`config.mk`:
```
export PLATFORM = sky130hd
export DESIGN_NAME = tnma_window
export DESIGN_NICKNAME = d
export VERILOG_FILES = /design/src/rtl/assert_macros.svh /design/src/rtl/tnma_pkg.sv /design/src/rtl/tnma_window.sv
export SDC_FILE = /design/constraint.sdc
export NUM_CORES = 1
export LEC_CHECK = 0
export BUFFER_PORTS_ARGS = -buffer_cell sky130_fd_sc_hd__clkbuf_2
export CORE_AREA = 2 2 146 148
export CTS_CLUSTER_DIAMETER = 200
export DETAILED_ROUTE_END_ITERATION = 7
export DIE_AREA = 0 0 148 150
export PLACE_DENSITY = 0.67
export SLEW_MARGIN = 5
export SYNTH_ARGS = -nofsm -noshare
export SYNTH_HDL_FRONTEND = slang
export SYNTH_SLANG_ARGS = --single-unit
export TNS_END_PERCENT = 100
```
`constraint.sdc`:
```
create_clock -name clk_i -period 3.8 [get_ports clk_i]
set_clock_uncertainty 0.15 [all_clocks]
set_input_delay 0.76 -clock clk_i [delete_from_list [all_inputs] [get_ports clk_i]]
set_output_delay 0.76 -clock clk_i [all_outputs]
set_load 0.02 [all_outputs]
```
`src/rtl/assert_macros.svh`:
```
// assertion helpers, clocked on clk_i and disabled while rst_ni is low
`ifndef ASSERT_MACROS_SVH
`define ASSERT_MACROS_SVH

`ifndef SYNTH
`define ASSERT_PROP(lbl, prop, msg) \
  lbl: assert property (@(posedge clk_i) disable iff (!rst_ni) prop) else $error(msg);
`define ASSERT_NEVER(lbl, expr, msg) \
  lbl: assert property (@(posedge clk_i) disable iff (!rst_ni) !(expr)) else $error(msg);
`else
`define ASSERT_PROP(lbl, prop, msg)
`define ASSERT_NEVER(lbl, expr, msg)
`endif

`endif

```
`src/rtl/tnma_pkg.sv`:
```
`default_nettype none
package tnma_pkg;

  localparam int unsigned GRID_WIDTH  = 256;
  localparam int unsigned GRID_HEIGHT = 256;
  localparam int unsigned COL_W       = $clog2(GRID_WIDTH);
  localparam int unsigned ROW_W       = $clog2(GRID_HEIGHT);

  localparam int unsigned Q_DEPTH = 4;
  localparam int unsigned Q_PTR_W = $clog2(Q_DEPTH);
  localparam int unsigned Q_CNT_W = Q_PTR_W + 1;

  localparam logic RK_WALL   = 1'b0;
  localparam logic RK_LIQUID = 1'b1;

  localparam logic [7:0] WALL_N = 8'h01;
  localparam logic [7:0] WALL_E = 8'h02;
  localparam logic [7:0] WALL_S = 8'h04;
  localparam logic [7:0] WALL_W = 8'h08;
  localparam logic [7:0] LIQ_FULL = 8'hFF;

  typedef struct packed {
    logic [15:0] liquid_owner;
    logic [7:0]  liquid_kind;
    logic [15:0] wall_owner;
    logic [7:0]  wall_kind;
  } cell_t;

  // older line is two rows up, newer line one row up
  typedef struct packed {
    cell_t older;
    cell_t newer;
  } line_pair_t;

  typedef struct packed {
    logic        result_kind;
    logic        last_of_run;
    logic [3:0]  sprite_row;
    logic [3:0]  sprite_col;
    logic [7:0]  neighbor_mask;
    logic [15:0] owner_id;
    logic [7:0]  tile_kind;
    logic [7:0]  cell_y;
    logic [7:0]  cell_x;
  } result_t;

  typedef struct packed {
    logic    wall_vld;
    logic    liq_vld;
    result_t wall_res;
    result_t liq_res;
  } judge_t;

endpackage
`default_nettype wire

```
`src/rtl/tnma_window.sv`:
```
`default_nettype none
module tnma_window
  import tnma_pkg::*;
(
  input  wire logic             clk_i,
  input  wire logic             rst_ni,
  input  wire logic             adv_i,
  input  wire cell_t            cell_i,
  input  wire line_pair_t       up_i,
  input  wire logic [COL_W-1:0] x_i,
  input  wire logic [ROW_W-1:0] y_i,
  output judge_t                judge_o,
  output line_pair_t            wb_o
);

  cell_t col0_q [3];
  cell_t col1_q [3];
  cell_t win [3][3];

  logic             judge;
  logic [COL_W-1:0] cx;
  logic [ROW_W-1:0] cy;
  logic [7:0]       wc;
  logic [7:0]       lc;
  logic             tl, t, tr, l, rr, bl, b, br;
  logic [7:0]       wmask;
  logic [7:0]       lmask;

  always_comb begin
    for (int r = 0; r < 3; r++) begin
      win[r][0] = col0_q[r];
      win[r][1] = col1_q[r];
    end
    win[0][2] = up_i.older;
    win[1][2] = up_i.newer;
    win[2][2] = cell_i;
  end

  always_ff @(posedge clk_i or negedge rst_ni) begin
    if (!rst_ni) begin
      for (int r = 0; r < 3; r++) begin
        col0_q[r] <= '0;
        col1_q[r] <= '0;
      end
    end else if (adv_i) begin
      for (int r = 0; r < 3; r++) begin
        col0_q[r] <= col1_q[r];
        col1_q[r] <= win[r][2];
      end
    end
  end

  // line store shifts down by one row at this column
  assign wb_o.older = up_i.newer;
  assign wb_o.newer = cell_i;

  assign judge = (x_i >= COL_W'(2)) && (y_i >= ROW_W'(2));
  assign cx    = x_i - COL_W'(1);
  assign cy    = y_i - ROW_W'(1);
  assign wc    = win[1][1].wall_kind;
  assign lc    = win[1][1].liquid_kind;

  assign tl = win[0][0].wall_kind == wc;
  assign t  = win[0][1].wall_kind == wc;
  assign tr = win[0][2].wall_kind == wc;
  assign l  = win[1][0].wall_kind == wc;
  assign rr = win[1][2].wall_kind == wc;
  assign bl = win[2][0].wall_kind == wc;
  assign b  = win[2][1].wall_kind == wc;
  assign br = win[2][2].wall_kind == wc;

  // a side connects unless it is buried in a solid block
  always_comb begin
    wmask = '0;
    if (t && !(tl && tr && l && rr)) wmask = wmask | WALL_N;
    if (rr && !(t && tr && b && br)) wmask = wmask | WALL_E;
    if (b && !(l && rr && bl && br)) wmask = wmask | WALL_S;
    if (l && !(t && b && tl && bl))  wmask = wmask | WALL_W;
  end

  // clockwise from north
  assign lmask[0] = win[0][1].liquid_kind == lc;
  assign lmask[1] = win[0][2].liquid_kind == lc;
  assign lmask[2] = win[1][2].liquid_kind == lc;
  assign lmask[3] = win[2][2].liquid_kind == lc;
  assign lmask[4] = win[2][1].liquid_kind == lc;
  assign lmask[5] = win[2][0].liquid_kind == lc;
  assign lmask[6] = win[1][0].liquid_kind == lc;
  assign lmask[7] = win[0][0].liquid_kind == lc;

  always_comb begin
    judge_o.wall_vld = judge && (wc != 8'h00);
    judge_o.liq_vld  = judge && (lc != 8'h00) && (lmask != LIQ_FULL);

    judge_o.wall_res.result_kind   = RK_WALL;
    judge_o.wall_res.last_of_run   = !judge_o.liq_vld;
    judge_o.wall_res.sprite_row    = 4'h0;
    judge_o.wall_res.sprite_col    = 4'h0;
    judge_o.wall_res.neighbor_mask = wmask;
    judge_o.wall_res.owner_id      = win[1][1].wall_owner;
    judge_o.wall_res.tile_kind     = wc;
    judge_o.wall_res.cell_y        = 8'(cy);
    judge_o.wall_res.cell_x        = 8'(cx);

    judge_o.liq_res.result_kind   = RK_LIQUID;
    judge_o.liq_res.last_of_run   = 1'b1;
    judge_o.liq_res.sprite_row    = 4'hF - lmask[7:4];
    judge_o.liq_res.sprite_col    = lmask[3:0];
    judge_o.liq_res.neighbor_mask = lmask;
    judge_o.liq_res.owner_id      = win[1][1].liquid_owner;
    judge_o.liq_res.tile_kind     = lc;
    judge_o.liq_res.cell_y        = 8'(cy);
    judge_o.liq_res.cell_x        = 8'(cx);
  end

endmodule
`default_nettype wire

```
==> results.md <==
- Outcome: completed
- Inserted Diodes: 0
- Worst R2R End: col0_q[52]$_DFFE_PN0P_
- Clock Latency Late Sink: 0.42 ns
- Commonest non-fill, non-tap cell in the layout: clkbuf_2
- Worst Path Required: 2.89 ns
- Resize count post-CTS: 0
- Post-layout util: 42.4%
- Flop pwr share: 42.2%
- Switching fraction of total power: 31.8%
- Synth Register Bits: 128
- Worst Setup Path Type: in2out
- Int Pwr: 2.77 mW
- Vias per cell: 4.62
- Initial Utilization: 38.6%
- DP HPWL: 12,500 um
- Reg2Reg Depth: 1
- Commonest non-fill, non-tap cells in the layout: clkbuf_2, dfrtp_1, mux2_2, xnor2_1, xor2_1
- Switching pwr: 1.29 mW
- Clock Pin Slew Worst Setup and Hold Paths: 0.06 ns
- Lkg Pwr: 4.05 nW
- Area of the multi-input gates: 3250 um^2
- CTS Root Cell: clkbuf_16
- H-tree depth: 4
- Synth Instances: 705
- Mapped Area: 7980 um^2
- Slew @ Worst Pin: 0.664 ns
- Drt first pass iters: 4
- Die ar.: 22,200 um^2
- Core area: 20,700 um^2
- Fillcell total: 1,981
- Die width: 148 um
- Worst Path Arrival: 2.35 ns
- Vias post-DR: 5,009
- Fin crit share: 85.7%
- Area Overhead vs Synth: 9.87%
- DRC viols: 0
- Reg area: 3200 um^2
- Max VDD drop: 0.000267 V
- Unique masters post-synth: 28
- R2R Setup Slk: 2.51 ns
- GRT overflow: 0
- Final ANT Viol Nets: 0
- Initial antenna violation count: 0
- Core Rows: 53
- Post-synthesis compound-gate area fraction: 0.831%
- Most used flip-flop cell after synthesis: dfrtp_1
- Initial DRC count: 148
- Hold Path Class: in2async
- CTS Buf Count: 17
- Power share of the combinational group: 21.0%
- Post-synth EDFFs: 0
- Final setup violation count: 0
- WL/cell: 15.4 um
- I/O pins: 377
- Post-Synth Adder-Cell Area: 0.627%
- Vias in the first global route: 4,839
- Clk buf depth: 2
- Clock share of power: 36.8%
- Sequential area share after synthesis: 40.2%
- Critical Path Start Type: primary input
- Port-buffer cells: 265
- Crit path max fanout: 4
- Die Ht: 150 um
- Synth warn: 0
- R2R Path Start: wc[4]$_DFFE_PN0P_
- First-pass GRT wire length: 26,000 um
- Critical Path Sink Type: primary output
- All-layer global routing usage: 15.1%
- Cts hold-fix bufs: 0
- RSZ-0062 raised after global routing: false
- F_max: 0.307 GHz
- Combinational family with the most area after synthesis: buffers and inverters
- Setup TNS: 0 ns
- # nets final: 964
- Mapped Avg Cell Area: 11.3 um^2
- Clock sink total: 128
- Post-CTS Setup Inserts: 0
- Final min period: 3.26 ns
- Worst relative slew slack: 55.7%
- Pin count of the biggest net entering global routing: 67
- CTS tree: yes
- Final wirelength: 16,700 um
- Async SR Flop Fraction: 100%
- Xor/xnor cell area share of the yosys netlist: 15.5%
- # Max-Cap Violations: 0
- Share of layout cells above drive strength 1: 48.6%
- Mux contribution to synthesized area: 18.1%
- PD cells: 464 nW/um^2
- Post-Synth Simple-Gate Area: 5.10%
- Placer Congestion: 0.746
- Slew Viols, Final: 0
- Final hold violation count: 0
## metal layers
layer  share of wire, %  global-route usage [%]
met5                  0                       0
met2                 50                    26.0
met1                 44                    18.8
met4                1.6                    4.57
met3                5.2                    3.45
## synth_stat cells (5+ instances only)
master | n | area, um^2
buf_2 | 20 | 100
buf_4 | 182 | 1370
buf_6 | 5 | 56.3
dfrtp_1 | 128 | 3200
inv_1 | 10 | 37.5
mux2_1 | 42 | 473
mux2_2 | 86 | 968
nand2_1 | 11 | 41.3
nand4_1 | 20 | 125
nor2_1 | 14 | 52.6
nor4_1 | 20 | 125
xnor2_1 | 83 | 727
xor2_1 | 56 | 490
## power groups by stage
stage	registers [mW]	clock network [mW]	logic, mW
2_1_floorplan	1.64	0	0.862
3_3_place_gp	1.73	0	0.855
3_5_place_dp	1.74	0	0.864
4_1_cts	1.72	1.56	0.870
5_1_grt	1.74	1.62	0.932
6_report	1.71	1.50	0.854
## worst max-delay path: stages
cell and delay (ns):
clkbuf_2 0.12, inv_1 0.09, ha_1 0.20, or4_1 0.53
o21ai_2 0.25, a21o_2 0.16, a41o_1 0.09, clkbuf_2 0.16
## cell type report
type                    instances  area share, %
inverters                      10          0.428
clock inverters                15           1.28
clock buffers                  17           4.85
well taps                     275           3.93
flip-flops and latches        128           36.6
repair buffers                269           15.8
multi-input cells             371           37.1
## sequential cells by signal (all words and copies together) (netlist names)
register  count
col0_q       48
col1_q       32
judge_o      32
lc            8
wc            8
## worst max path at each step
stage | start | depth (start not counted) | to
CTS | lc[4]$_DFFE_PN0P_ | 6 | judge_o[114]
global route | lc[5]$_DFFE_PN0P_ | 6 | judge_o[114]
floorplan | x_i[0] | 6 | judge_o[64]
global placement | y_i[0] | 8 | judge_o[114]
finish | y_i[0] | 8 | judge_o[114]
detailed placement | y_i[0] | 8 | judge_o[114]
## logic make-up after synthesis
group / count (synthesis)
buf+inv: 219
xor+xnor: 140
mux: 128
flops: 128
simple gates: 75
compound gates: 9
fa+ha+maj: 4
other cells: 2
## stage by stage
step                cells  instance area [um^2]  hold slack [ns]  worst slack [ns]  power, mW
detailed placement   1053                  8230            0.324             0.507       2.61
global placement     1053                  8230            0.318             0.513       2.59
finish               1085                  8760            0.177             0.543       4.06
floorplan             718                  8030            0.309             0.785       2.50
CTS                  1085                  8760            0.181             0.469       4.14
global route         1085                  8760            0.196             0.374       4.30
(Power assumes the default switching activity.)
